### src/rtl/hsla_pkg.sv
// Package for the HSL saturation adjust unit: pixel and result transaction types,
// the classified item passed from front to back, and fixed widths and constants.
// No dependencies.
`default_nettype none
package hsla_pkg;

	localparam int CH_W   = 8;   // colour channel width
	localparam int SUM_W  = 9;   // mx + mn
	localparam int DIV_W  = 11;  // divider operand width, holds 6 * d
	localparam int SAT_W  = 12;  // saturation gain register width

	localparam logic [SAT_W-1:0] SAT_RESET = 12'd256;

	typedef struct packed {
		logic [CH_W-1:0] red_in;
		logic [CH_W-1:0] green_in;
		logic [CH_W-1:0] blue_in;
	} pixel_t;

	typedef struct packed {
		logic [CH_W-1:0] red_out;
		logic [CH_W-1:0] green_out;
		logic [CH_W-1:0] blue_out;
	} rgb_result_t;

	// Classified pixel: sum of max and min, numerators and divisors for saturation and hue
	typedef struct packed {
		logic [SUM_W-1:0] sum;
		logic [DIV_W-1:0] s_num;
		logic [DIV_W-1:0] s_den;
		logic [DIV_W-1:0] h_num;
		logic [DIV_W-1:0] h_den;
	} cls_item_t;

endpackage
`default_nettype wire

### src/rtl/hsla_front.sv
// Front end: finds max/min of the pixel and forms the divider operands.
// Depends on hsla_pkg.
`default_nettype none
module hsla_front (
	input  wire hsla_pkg::pixel_t    pixel,
	output hsla_pkg::cls_item_t      item
);
	import hsla_pkg::*;

	logic [CH_W-1:0]  r, g, b, mx, mn, d;
	logic [SUM_W-1:0] sum;
	logic [DIV_W-1:0] k, d6;

	always_comb begin
		r   = pixel.red_in;
		g   = pixel.green_in;
		b   = pixel.blue_in;
		mx  = (r > g) ? ((r > b) ? r : b) : ((g > b) ? g : b);
		mn  = (r < g) ? ((r < b) ? r : b) : ((g < b) ? g : b);
		d   = mx - mn;
		sum = {1'b0, mx} + {1'b0, mn};
		d6  = DIV_W'({d, 2'b00}) + DIV_W'({d, 1'b0});
		if (mx == r) begin
			if (g >= b)
				k = DIV_W'(g - b);
			else
				k = d6 - DIV_W'(b - g);
		end else if (mx == g) begin
			k = DIV_W'({d, 1'b0}) + DIV_W'(b) - DIV_W'(r);
		end else begin
			k = DIV_W'({d, 2'b00}) + DIV_W'(r) - DIV_W'(g);
		end

		item.sum = sum;
		if (d == '0) begin
			// grey: zero numerators, unit divisors give zero hue and saturation
			item.s_num = '0;
			item.s_den = DIV_W'(1);
			item.h_num = '0;
			item.h_den = DIV_W'(1);
		end else begin
			item.s_num = DIV_W'(d);
			item.s_den = (sum > SUM_W'(255)) ? DIV_W'(SUM_W'(510) - sum) : DIV_W'(sum);
			item.h_num = k;
			item.h_den = d6;
		end
	end

endmodule
`default_nettype wire

### config.mk
export PLATFORM = sky130hd
export DESIGN_NAME = hsla_front
export DESIGN_NICKNAME = d
export VERILOG_FILES = /design/src/rtl/hsla_pkg.sv /design/src/rtl/hsla_front.sv
export SDC_FILE = /design/constraint.sdc
export NUM_CORES = 1
export LEC_CHECK = 0
export ABC_AREA = 1
export ABC_CLOCK_PERIOD_IN_PS = 9680
export BUFFER_PORTS_ARGS = -buffer_cell sky130_fd_sc_hd__buf_2
export CAP_MARGIN = 20
export CORE_UTILIZATION = 50
export DETAILED_ROUTE_END_ITERATION = 8
export PLACE_DENSITY = 0.7
export SLEW_MARGIN = 30
export SYNTH_ARGS = -nofsm -noshare
export SYNTH_HDL_FRONTEND = slang
export SYNTH_SLANG_ARGS = --single-unit
export TNS_END_PERCENT = 50
### constraint.sdc
create_clock -name vclk -period 9.68
set_input_delay 0.968 -clock vclk [all_inputs]
set_output_delay 0.968 -clock vclk [all_outputs]
set_load 0.01 [all_outputs]
==> metrics.cfg <==
[run_status]
status = complete, no violations

[route]
antenna_left = 0
via_per_inst = 5.47
vias = 6016
wl_mm = 17.0
drtPass1Iterations = 6
drc = 0
drt-initial-drc-count = 395
wl_per_cell_um = 15.4

[global_route]
grt_max_degree = 29
grt_pass1_wl_mm = 27.0
grt_usage_pct = 30.0
overflow = 0
grt_pass1_vias = 5351
antenna_found_initial = 0

[placement]
io_buffers = 74
place_congestion = 0.939
hpwl_mm = 14.4

[critical_path]
cp_num_buf_inv = 11
path_depth = 41
crit_arrival_ns = 7.84
required_ns = 8.71
crit_slowest_cell = o31ai_1
crit_family = simple AND/OR/NAND/NOR gates
cpMostUsedCell = nand2_1
cp-end-kind = primary output
path_max_fanout = 15
path_class = in2out
cp-startpoint = pixel[16]
start_kind = input port
slowest_delay_ns = 0.50

[synth]
ys_seq_area_share_pct = 0
synthesis.area_um2 = 5460
synth_area_leaders = ha_1 (20%), nand2_1 (15%), nand3_1 (11%)
yosys.area.top_type_share_pct = 20.4
synth_warnings = 0
synth.largest_area_cell = ha_1
synth.avg_cell_area_um2 = 5.96
ys_types = 41
syn_inst = 916

[sta]
grt_setup_unrepaired = no
layout_worst_path_cycle_share_pct = 91.0
max_slew.worst_pin.slew_ns = 0.756
period_minus_slack_ns = 8.81
hold_violations = 0
slew_headroom_pct = 49.4
fin_tns_setup_ns = 0
finalMaxSlewViolations = 0
max_freq_mhz = 114
setup_violations = 0

[floorplan]
num_rows = 37
die_width_um = 106
chipHeight_um = 106
dieArea_um2 = 11300
initial_core_util_pct = 52.2
ios = 77
core_area_um2 = 10500

[finish]
mostFrequentLayoutCell = nand2_1
seq_area_um2 = 0
nClkBuffers = 0
final_cell_mix = nand2_1 (217), inv_1 (158), nand3_1 (120), ha_1 (89), buf_2 (74)
nets = 1100
drive_gt1_share_pct = 10.7
num_antenna_cells = 0
area_delta_synth_final_pct = 7.13
seq_cells = 0

[min_path]
hold-path-cell-count = 8
min_from = pixel[16]
hold_class = in2out

[run]
cap_violations = 0

[clock_tree]
cts_resized = 0
cts_hold_buf = 0
postCtsSetupBuffers = 0

layout make-up:
| type | count | area [um2] |
|---|---|---|
| Fill cell | 1144 | 4620 |
| Inverter | 160 | 601 |
| Multi-Input combinational cell | 725 | 4670 |
| Tap cell | 136 | 170 |
| Timing Repair Buffer | 78 | 400 |
per-stage QoR:
stage	utilization (%)	hold slack (ns)	worst slack, ns	std cells	area, um2
after global placement	55.8	2.64	0.787	1099	5840
after CTS	55.8	2.64	0.750	1099	5840
after floorplan	-	2.29	2.28	918	5460
final	55.9	2.63	0.871	1099	5850
after global routing	55.9	2.71	0.103	1099	5850
after detailed placement	55.8	2.64	0.770	1099	5840
synthesized netlist by cell type, drive strengths merged (2+ instances only):
master,count
buf,22
xor2,37
ha,89
xnor2,13
a21o,6
inv,160
a221oi,2
a32oi,6
o21ai,26
a31oi,4
fa,22
clkbuf,11
nor4,2
nor3,6
a21oi,65
nor2,65
o21bai,8
nand3,128
nand4,10
nand2,224
logic make-up (layout without fill, tap and decap cells):
family                     after synthesis  after routing  share of synthesized area (%)
AOI/OAI and AO/OA                      123            123                           12.9
xor gates and xnor gates                50             50                           8.03
adders and majority gates              111            111                           28.5
buffers and inverters                  193            238                           14.6
muxes                                    2              2                          0.390
other                                    1              3                         0.0687
and+or+nand+nor                        436            436                           35.6
routing by layer:
layer	vias up	global-route usage, %	wire [um]
met5	-	0	0
met4	0	8.51	518
met3	27	1.16	1050
met2	226	49.5	7580
met1	2719	42.4	7810
li1	3044	-	-
worst paths after layout:
check | end | slack, ns
max | item[21] | 0.87
min | item[11] | 2.63
Power is left out: the tool's default activity adds up to more than one toggle a clock period on the data nets, which glitch-free logic cannot reach.
