==> src/rtl/hsla_pkg.sv <==
// Package for the HSL saturation adjust unit: pixel and result transaction types,
// the classified item passed from front to back, and fixed widths and constants.
// No dependencies.
`default_nettype none
package hsla_pkg;

	localparam int CH_W   = 8;   // colour channel width
	localparam int SUM_W  = 9;   // mx + mn
	localparam int DIV_W  = 11;  // divider operand width, holds 6 * d
	localparam int SAT_W  = 12;  // saturation gain register width

	localparam logic [SAT_W-1:0] SAT_RESET = 12'd256;

	typedef struct packed {
		logic [CH_W-1:0] red_in;
		logic [CH_W-1:0] green_in;
		logic [CH_W-1:0] blue_in;
	} pixel_t;

	typedef struct packed {
		logic [CH_W-1:0] red_out;
		logic [CH_W-1:0] green_out;
		logic [CH_W-1:0] blue_out;
	} rgb_result_t;

	// Classified pixel: sum of max and min, numerators and divisors for saturation and hue
	typedef struct packed {
		logic [SUM_W-1:0] sum;
		logic [DIV_W-1:0] s_num;
		logic [DIV_W-1:0] s_den;
		logic [DIV_W-1:0] h_num;
		logic [DIV_W-1:0] h_den;
	} cls_item_t;

endpackage
`default_nettype wire

==> src/rtl/hsla_fifo.sv <==
// Short queue between front and back ends.
// Depends on hsla_pkg.
`default_nettype none
module hsla_fifo #(
	parameter int DEPTH = 4
) (
	input  wire                      clk,
	input  wire                      arst_n,
	input  wire                      push,
	input  wire hsla_pkg::cls_item_t wr_item,
	input  wire                      pop,
	output hsla_pkg::cls_item_t      rd_item,
	output logic                     empty,
	output logic                     full
);
	import hsla_pkg::*;

	localparam int AW = $clog2(DEPTH);

	cls_item_t       mem_q [DEPTH];
	logic [AW-1:0]   wr_ptr_q, rd_ptr_q;
	logic [AW:0]     count_q;

	assign empty   = (count_q == '0);
	assign full    = (count_q == (AW+1)'(DEPTH));
	assign rd_item = mem_q[rd_ptr_q];

	always_ff @(posedge clk) begin
		if (push)
			mem_q[wr_ptr_q] <= wr_item;
	end

	always_ff @(posedge clk or negedge arst_n) begin
		if (!arst_n) begin
			wr_ptr_q <= '0;
			rd_ptr_q <= '0;
			count_q  <= '0;
		end else begin
			if (push)
				wr_ptr_q <= (wr_ptr_q == AW'(DEPTH-1)) ? '0 : wr_ptr_q + 1'b1;
			if (pop)
				rd_ptr_q <= (rd_ptr_q == AW'(DEPTH-1)) ? '0 : rd_ptr_q + 1'b1;
			count_q <= count_q + (AW+1)'(push) - (AW+1)'(pop);
		end
	end

	count_in_range: assert property (@(posedge clk) disable iff (!arst_n)
		count_q <= (AW+1)'(DEPTH)) else $error("queue count overrun");
	no_push_when_full: assert property (@(posedge clk) disable iff (!arst_n)
		full |-> !push || pop) else $error("push into full queue");
	no_pop_when_empty: assert property (@(posedge clk) disable iff (!arst_n)
		empty |-> !pop) else $error("pop from empty queue");

endmodule
`default_nettype wire

==> config.mk <==
export PLATFORM = sky130hd
export DESIGN_NAME = hsla_fifo
export DESIGN_NICKNAME = d
export VERILOG_FILES = /design/src/rtl/hsla_pkg.sv /design/src/rtl/hsla_fifo.sv
export SDC_FILE = /design/constraint.sdc
export NUM_CORES = 1
export LEC_CHECK = 0
export BUFFER_PORTS_ARGS = -buffer_cell sky130_fd_sc_hd__buf_2
export CORE_ASPECT_RATIO = 1.2
export CORE_UTILIZATION = 55
export CTS_CLUSTER_SIZE = 12
export DETAILED_ROUTE_END_ITERATION = 7
export PLACE_DENSITY = 0.81
export REMOVE_ABC_BUFFERS = 1
export SYNTH_ARGS = -nofsm -noshare
export SYNTH_HDL_FRONTEND = slang
export SYNTH_SLANG_ARGS = --single-unit
==> constraint.sdc <==
create_clock -name clk -period 2.9 [get_ports clk]
set_clock_uncertainty 0.1 [all_clocks]
set_input_delay 0.58 -clock clk [delete_from_list [all_inputs] [get_ports clk]]
set_output_delay 0.58 -clock clk [all_outputs]
set_load 0.02 [all_outputs]
==> metrics.txt, run 1 <==
Yosys top cell by area=edfxtp_1; post-synthesis sequential area ratio=80.5%; Crit. End Element=primary output; Die X=113 um; Cells after Synth=313; worst reg-to-reg path cell count=3; DRT iter0 DRCs=225; initial antenna violation count=1; Via Count=3620; GRT Residual Overflow=0; DRC Markers=0; hold path depth=1; Critical Path Fanout Max=33; Buffers on Ports=111; number of CTS-inserted buffers=22; footprint of the multi-input gates=0.00143 mm2; Syn Area/Cell=26.0 um2; Final nets=514; Post-synth top cells=212 x edfxtp_1, 48 x mux4_2, 7 x dfrtp_1, 7 x ha_1; max_slew headroom=56.2%; Final Cell Area=0.00961 mm2; final wirelength=13.8 mm; Post-DRT Antenna Nets=0; CTS Buffer Depth=3; ratio of cells with drive above 1 in the final layout=44.7%; WS Path Type=flop to primary output; max-slew violations=0; Starting Density=56.4%; Worst EP required=2.22 ns; Pre-antenna DRT Iters=4; Max Cap Violations=0; placed cell area=0.00894 mm2; Clk Tree Root Cell=clkbuf_16; Clock transition at path regs=0.06 ns; filler instances=922; later-pin clock latency in the skew report=0.48 ns; EDFF count, synth=212; Cell Count Post-Placement=598; routed len/inst=21.7 um; Synth Cell Area=0.00813 mm2; FP Rows=48; core footprint=0.0144 mm2; Placer Congestion=0.694; Vias/cell=5.71; share of the synthesized area in the top cell type=78.3%; first-pass GRT wire length=21.1 mm; # setup viols final=0; pin count of the biggest net entering global routing=41; top_reg_cell synth=edfxtp_1; H-Tree Depth=1; status=finished, final reports clean; register area=0.00655 mm2; type of the tightest min-delay check=input pin to flop; ys async rst share=3.20%; unrepaired setup endpoints after global routing=no; largest cells by area after synthesis=edfxtp_1 78%, mux4_2 13%, dfrtp_1 2.2%; Post-Layout Cell Count=634; die area=0.0153 mm2; Clock Sinks=219; Period Utilization, post-route=96.1%; GRT Util Overall=18.6%; post-DP HPWL=8.23 mm; Area Overhead vs Synth=18.2%; TritonCTS clock tree=done; worst slew pin tran=0.657 ns; Crit path arrival time=2.11 ns; count of different cell masters after synthesis=20; CP Launch Type=flop; Final Hold Fails=0; vias in the first global route=3922; Max VDD drop=597 uV; PnR Total Power=9820 uW; I/O pin count=112; crit path time final=2.79 ns; Max Clk Rate=359 MHz; most common cell in the netlist=edfxtp_1; Seq cells post-synth=219; pwr/cell area=1020 mW/mm2; Ant. Diodes=0; Leak=0.00336 uW; die height=135 um; synth warn=0
==> flip-flops by register name (all words and copies together), names as in the netlist <==
name	count
mem_q	212
rd_ptr_q	2
count_q	3
wr_ptr_q	2
==> per-stage QoR <==
stage                     hold WS, ns  setup TNS (ns)  utilization, %  setup slack, ns
after global placement          0.317               0            62.0            0.478
after floorplan                 0.184          -35.25               -           -0.738
after global routing            0.192               0            66.6           0.0504
after CTS                       0.193               0            66.6           0.0810
after detailed placement        0.334               0            62.0            0.462
final                           0.210               0            66.6            0.113
==> repair_timing <==
action                                  in CTS  in global routing
endpoints found under the setup margin      31                  0
hold buffers                                 1                  0
endpoints found under the hold margin        7                  0
resized for setup                            0                  0
buffers inserted                             1                  0
==> worst max-delay path, stage by stage (launching register included) <==
cell and delay (ns):
dfrtp_2 0.78, buf_12 0.30, mux4_2 0.36, buf_2 0.18
==> cell usage in the layout (no fill, tap or decap) <==
master and instances:
and3_1 1, clkinv_1 1, mux4_1 5, clkbuf_1 8, mux4_2 48, nor3_1 1, inv_1 6, buf_4 4
or3b_2 1, mux2_2 2, nand2_1 1, dfrtp_2 1, clkbuf_16 23, edfxtp_1 212, clkinv_2 1, and2_2 4
o21ai_0 2, fa_1 1, buf_2 111, xnor2_1 1, nor2_1 1, buf_12 7, dfrtp_1 5, clkbuf_8 1
dlygate4sd3_1 1, xor2_1 1, ha_1 7, dfrtp_4 1, buf_16 1
==> metal layers <==
metal | track usage [%] | vias up | routed length [um]
li1 | - | 1609 | -
met1 | 23.7 | 1894 | 5590
met2 | 32.4 | 101 | 7270
met3 | 4.21 | 14 | 743
met4 | 5.12 | 2 | 164
met5 | 0 | - | 12
==> final cells by class <==
cell class	instances	area share [%]
clock buffer	32	6.45
clock inverter	2	0.0912
inverter	6	0.234
multi-input combinational	76	14.9
sequential	219	68.1
tap	175	2.28
timing repair buffer	124	7.94
==> cell families (layout without fill, tap and decap cells) <==
kind of cell	count (synthesis)	count (layout)	synth area share [%]
xor+xnor	2	2	0.216
simple gates	9	9	0.646
mux	55	55	15.2
buf+inv	18	164	2.02
fa+ha+maj	8	8	1.32
flops	219	219	80.5
compound gates	2	2	0.123
==> power by group <==
part / switching, uW / internal [uW] / total (uW) / leakage, uW
registers: 267 / 4070 / 4330 / 0.00203
logic: 1640 / 1350 / 3000 / 0.00103
clock network: 1030 / 1460 / 2490 / 0.000306
==> final timing paths <==
path,start,to,slack (ns)
max,rd_ptr_q[1],rd_item[22],0.11
min,wr_item[22],mem_q[0][22],0.21
max reg2reg,wr_ptr_q[0],mem_q[3][4],1.04
min reg2reg,count_q[2],count_q[2],0.52
max in group asynchronous,arst_n,rd_ptr_q[1],2.15
min in group asynchronous,arst_n,wr_ptr_q[0],0.36
Power figures use the tool's default switching activity.
==> run 2: changes to the inputs <==
==> constraint.sdc (replaced) <==
create_clock -name clk -period 3.51 [get_ports clk]
set_clock_uncertainty 0.1 [all_clocks]
set_input_delay 0.702 -clock clk [delete_from_list [all_inputs] [get_ports clk]]
set_output_delay 0.702 -clock clk [all_outputs]
set_load 0.02 [all_outputs]
==> run 2 against run 1 <==
Effect of this change:
- cell count up 0.47%
- core utilization down 0.21 points
- worst setup slack gained 0.21 ns
- clock power shrank 13%
- largest power group unchanged
- highest routed layer unchanged
- critical path depth is the same
- global-route usage is 0.40 points lower
- critical path type unchanged
==> metrics.txt, run 2 (synthesized netlist as in run 1, its figures left out) <==
first-pass GRT wire length=20.6 mm (-2.6%); pwr/cell area=848 mW/mm2 (-17%); placed cell area=0.00890 mm2 (-0.45%); routed len/inst=21.2 um (-2.3%); Worst EP required=2.71 ns (+0.49 ns); worst slew pin tran=0.886 ns (+0.229 ns); Crit. End Element=primary output; I/O pin count=112 (unchanged); initial antenna violation count=1 (unchanged); status=finished, final reports clean; max-slew violations=0 (unchanged); Largest regs=mem_q x212, count_q x3; R2R Path End=mem_q[2][14]; Vias/cell=5.70 (-0.20%); r2r startpoint=wr_ptr_q[0]; internal power=5700 uW (-17%); Pre-antenna DRT Iters=6 (+2); P_sw=2420 uW (-18%); number of CTS-inserted buffers=22 (unchanged); CP endpoint=rd_item[1]; die area=0.0153 mm2 (unchanged); postcts setup bufs=0 (-1); setup slack, reg-to-reg=1.54 ns (+0.50 ns); Max VDD drop=511 uV (-15%); FP Rows=48 (unchanged); pin count of the biggest net entering global routing=36 (-12%); Clock power frac=26.6% (+1.3 points); Via Count=3630 (+0.28%); Starting Density=56.4% (unchanged); filler instances=958 (+3.9%); ratio of cells with drive above 1 in the final layout=43.5% (-1.2 points); Crit path arrival time=2.39 ns (+0.28 ns); Post-DRT Antenna Nets=0 (unchanged); core footprint=0.0144 mm2 (unchanged); die height=135 um (unchanged); sequential group share of total power=45.0% (+0.9 points); hold_buf cts=1 (unchanged); final hold slack=0.328 ns (+0.118 ns); Clk Tree Root Cell=clkbuf_16; Final nets=511 (-0.58%); Period Utilization, post-route=90.8%; crit path time final=3.19 ns; WS Path Type=flop to primary output; commonest cells after routing, fill and taps aside=212 x edfxtp_1, 111 x buf_2, 48 x mux4_2; unrepaired setup endpoints after global routing=no; Max Cap Violations=0 (unchanged); # setup viols final=0 (unchanged); DRC Markers=0 (unchanged); TritonCTS clock tree=done; Critical Path Fanout Max=33 (unchanged); post-DP HPWL=8.47 mm (+2.9%); Sw Ratio=29.8% (-0.15 points); later-pin clock latency in the skew report=0.48 ns (about the same); Max Clk Rate=314 MHz; combinational power share=28.4% (-2.1 points); cts repair resizes=0 (unchanged); H-Tree Depth=1 (unchanged); vias in the first global route=3923 (+0.025%); max reg flops=212 (unchanged); GRT Util Overall=18.2% (-0.40 points); PnR Total Power=8120 uW (-17%); most common cell after layout, fill and taps aside=edfxtp_1; Critical path origin=rd_ptr_q[0]; Clock Sinks=219 (unchanged); Biggest register=mem_q; Final Hold Fails=0 (unchanged); type of the tightest min-delay check=input pin to flop; max_slew headroom=40.9% (-15 points); DRT iter0 DRCs=199 (-12%); CTS Buffer Depth=3 (unchanged); Final Cell Area=0.00958 mm2 (-0.31%); Die X=113 um (unchanged); Ant. Diodes=0 (unchanged); Leak=0.00334 uW (-0.59%); Placer Congestion=0.680 (-2.0%); worst reg-to-reg path cell count=4 (+1); Clock transition at path regs=0.06 ns (about the same); Area Overhead vs Synth=17.8%; final wirelength=13.5 mm (-1.9%); CP Launch Type=flop; Buffers on Ports=111 (unchanged); GRT Residual Overflow=0 (unchanged); final core utilization=66.4% (-0.21 points)
## run 2: cell count changes in the layout (fill, tap and decap cells not counted), sizes merged
cell    previous run  this run
buf              123       120
bufinv             0         1
clkinv             2         0
clkbuf            32        39
## run 2: through the flow
stage	setup TNS [ns]	setup WS, ns	instances
after global routing	0	0.158	637
after global placement	0	0.771	596
after CTS	0	0.233	637
final	0	0.323	637
after floorplan	-9.02	-0.250	301
after detailed placement	0	0.759	596
## run 2: final cells by class
cell class	instances	area, um2	share of cell area, %
well taps	175	219	2.29
clock inverters	1	30.0	0.314
clock buffers	39	636	6.64
multi-input cells	76	1430	14.9
repair buffers	121	696	7.26
inverters	6	22.5	0.235
flip-flops and latches	219	6550	68.4
## run 2: worst min-delay path by stage
stage / end / startpoint / cells past startpoint
final: mem_q[2][46] / wr_item[46] / 1
after global routing: mem_q[3][10] / wr_item[10] / 1
after CTS: mem_q[0][42] / wr_item[42] / 1
after detailed placement: count_q[1] / arst_n / 1
after global placement: count_q[0] / arst_n / 1
after floorplan: count_q[0] / arst_n / 0
## run 2: power groups by stage
stage	logic [uW]	registers, uW	clock network, uW
2_1_floorplan	1540	3700	0
3_3_place_gp	2310	3690	0
3_5_place_dp	2340	3730	0
4_1_cts	2350	3680	2200
5_1_grt	2470	3720	2300
6_report	2310	3650	2160
## run 2: layer usage
| metal | part of all wire [%] | vias to the layer above | global-route usage [%] |
|---|---|---|---|
| li1 | - | 1605 | - |
| met3 | 5.6 | 27 | 3.76 |
| met2 | 54 | 120 | 33.3 |
| met5 | 0.059 | - | 0 |
| met1 | 38 | 1876 | 21.3 |
| met4 | 2.1 | 2 | 6.43 |
## run 2: critical path, cell delays in order (launching register included)
cell and delay [ns]:
dfrtp_4 0.86, buf_4 0.31, mux4_1 0.56, buf_2 0.17
==> run 3: changes to the inputs <==
--- a/config.mk
+++ b/config.mk
@@ -5,12 +5,12 @@
 export SDC_FILE = /design/constraint.sdc
 export NUM_CORES = 1
 export LEC_CHECK = 0
-export BUFFER_PORTS_ARGS = -buffer_cell sky130_fd_sc_hd__buf_2
 export CORE_ASPECT_RATIO = 1.2
 export CORE_UTILIZATION = 55
 export CTS_CLUSTER_SIZE = 12
 export DETAILED_ROUTE_END_ITERATION = 7
-export PLACE_DENSITY = 0.81
+export DONT_BUFFER_PORTS = 1
+export PLACE_DENSITY = 0.74
 export REMOVE_ABC_BUFFERS = 1
 export SYNTH_ARGS = -nofsm -noshare
 export SYNTH_HDL_FRONTEND = slang
==> constraint.sdc (replaced) <==
create_clock -name clk -period 4 [get_ports clk]
set_clock_uncertainty 0.1 [all_clocks]
set_input_delay 0.8 -clock clk [delete_from_list [all_inputs] [get_ports clk]]
set_output_delay 0.8 -clock clk [all_outputs]
set_load 0.02 [all_outputs]
==> run 3 against run 2 <==
Effect of this change:
- first-iteration DRC count fell by 5.0%
- count of clock-buffer cells in the layout fell by 10
- critical path depth fell by 1
- via count fell by 12%
- combinational power fell by 24%
- die area did not move
- critical endpoint is now rd_item[47]
- largest power group unchanged
- sequential cell count did not move
- core utilization fell by 4.4 points
==> metrics.txt, run 3 (synthesized netlist as in run 1, its figures left out) <==
hold_buf cts=1 (unchanged); R2R Path End=mem_q[0][9]; later-pin clock latency in the skew report=0.48 ns (about the same); vias in the first global route=3549 (-9.5%); Largest regs=mem_q x212, count_q x3; sequential group share of total power=47.5% (+2.5 points); I/O pin count=112 (unchanged); max_slew headroom=41.8% (+0.82 points); setup total negative slack=0 ns (unchanged); initial antenna violation count=0 (-1); final core utilization=62.1% (-4.4 points); Max VDD drop=486 uV (-4.8%); Buffers on Ports=0 (-100%); most common cell after layout, fill and taps aside=edfxtp_1; max reg flops=212 (unchanged); Post-DRT Antenna Nets=0 (unchanged); type of the tightest min-delay check=input pin to flop; CTS Buffer Depth=3 (unchanged); status=finished, final reports clean; TritonCTS clock tree=done; number of CTS-inserted buffers=22 (unchanged); max-slew violations=0 (unchanged); GRT Residual Overflow=0 (unchanged); Hold Path Origin=wr_item[26]; Sw Ratio=30.0% (+0.26 points); worst reg-to-reg path cell count=4 (unchanged); Clock power frac=26.3% (-0.3 points); register area=0.00655 mm2 (unchanged); setup slack, reg-to-reg=1.83 ns (+0.29 ns); DRC Markers=0 (unchanged); Final nets=402 (-21%); Clk Tree Root Cell=clkbuf_16; Die X=113 um (unchanged); Ant. Diodes=0 (unchanged); pin count of the biggest net entering global routing=33 (-8.3%); post-DP HPWL=7.85 mm (-7.3%); cts repair resizes=0 (unchanged); Max Cap Violations=0 (unchanged); crit path time final=3.13 ns; Area Overhead vs Synth=10.1%; # setup viols final=0 (unchanged); pwr/cell area=746 mW/mm2 (-12%); ratio of cells with drive above 1 in the final layout=26.8% (-17 points); Period Utilization, post-route=78.3%; filler instances=985 (+2.8%); WS Path Type=flop to primary output; GRT Util Overall=17.6% (-0.55 points); internal power=4670 uW (-18%); core footprint=0.0144 mm2 (unchanged); Critical Path Fanout Max=32 (-3.0%); Via Count=3195 (-12%); unrepaired setup endpoints after global routing=no; Clock transition at path regs=0.06 ns (about the same); r2r startpoint=wr_ptr_q[0]; H-Tree Depth=1 (unchanged); postcts setup bufs=0 (unchanged); final wirelength=12.9 mm (-4.3%); P_sw=2000 uW (-17%); Clock Sinks=219 (unchanged); Starting Density=56.4% (unchanged); Placer Congestion=0.680 (about the same); CP Launch Type=flop; routed len/inst=25.0 um (+18%); Hold Path Sink=mem_q[2][26]; Vias/cell=6.17 (+8.2%); footprint of the multi-input gates=0.00143 mm2 (unchanged); Final Hold Fails=0 (unchanged); Leak=0.00288 uW (-14%); worst slew pin tran=0.874 ns (-0.0124 ns); Pre-antenna DRT Iters=4 (-2); Worst EP required=3.10 ns (+0.39 ns); combinational power share=26.2% (-2.2 points); die height=135 um (unchanged); commonest cells after routing, fill and taps aside=212 x edfxtp_1, 48 x mux4_2, 23 x clkbuf_16; die area=0.0153 mm2 (unchanged); first-pass GRT wire length=19.8 mm (-3.8%); FP Rows=48 (unchanged); hold path depth=0 (-1); Crit path arrival time=2.23 ns (-0.16 ns); DRT iter0 DRCs=189 (-5.0%); Max Clk Rate=319 MHz; Crit. End Element=primary output; Biggest register=mem_q; final hold slack=0.305 ns (-0.0237 ns)
-- run 3: cell types whose count changed in the layout (fill, tap and decap cells not counted), sizes merged --
cell	delta
clkbuf	-10
buf	-109
bufinv	-1
clkinv	+1
-- run 3: worst max-delay path by stage --
stage	start	end	slack (ns)	cells after the start
4_1_cts	rd_ptr_q[0]	rd_item[21]	0.81	2
2_1_floorplan	rd_ptr_q[0]	rd_item[0]	0.14	1
3_5_place_dp	rd_ptr_q[0]	rd_item[21]	1.33	2
3_3_place_gp	rd_ptr_q[0]	rd_item[47]	1.34	2
6_report	rd_ptr_q[0]	rd_item[47]	0.87	2
5_1_grt	rd_ptr_q[0]	rd_item[47]	0.74	2
-- run 3: layout make-up --
type	instances	share of cell area, %
Inverter	6	0.252
Sequential cell	219	73.2
Clock inverter	1	0.0559
Clock buffer	29	6.68
Timing Repair Buffer	12	1.45
Multi-Input combinational cell	76	16.0
Tap cell	175	2.45
-- run 3: power by group through the flow --
stage	registers, uW	clock network, uW	logic, uW
2_1_floorplan	3250	0	1350
3_3_place_gp	3210	0	1750
3_5_place_dp	3230	0	1790
4_1_cts	3190	1810	1790
5_1_grt	3220	1880	1860
6_report	3170	1760	1750
-- run 3: layer usage --
metal  track usage [%]  up-vias  part of all wire, %
met3              4.61       24                  6.0
met4              5.85        0                  2.2
met1              20.7     1712                   38
met2              31.7       91                   53
li1                  -     1368                    -
met5                 0        -                    0
-- run 3: metrics by stage --
| stage | total power, uW | setup slack [ns] | cells | instance area, um2 |
|---|---|---|---|---|
| after floorplan | 4600 | 0.142 | 301 | 7990 |
| after global placement | 4960 | 1.34 | 487 | 8340 |
| after detailed placement | 5020 | 1.33 | 487 | 8340 |
| after CTS | 6790 | 0.806 | 518 | 8950 |
| after global routing | 6960 | 0.737 | 518 | 8950 |
| final | 6670 | 0.868 | 518 | 8950 |
-- run 3: critical path, cell delays in order, from the launching register on --
cell	delay (ns)
dfrtp_4	0.81
buf_12	0.27
mux4_2	0.62
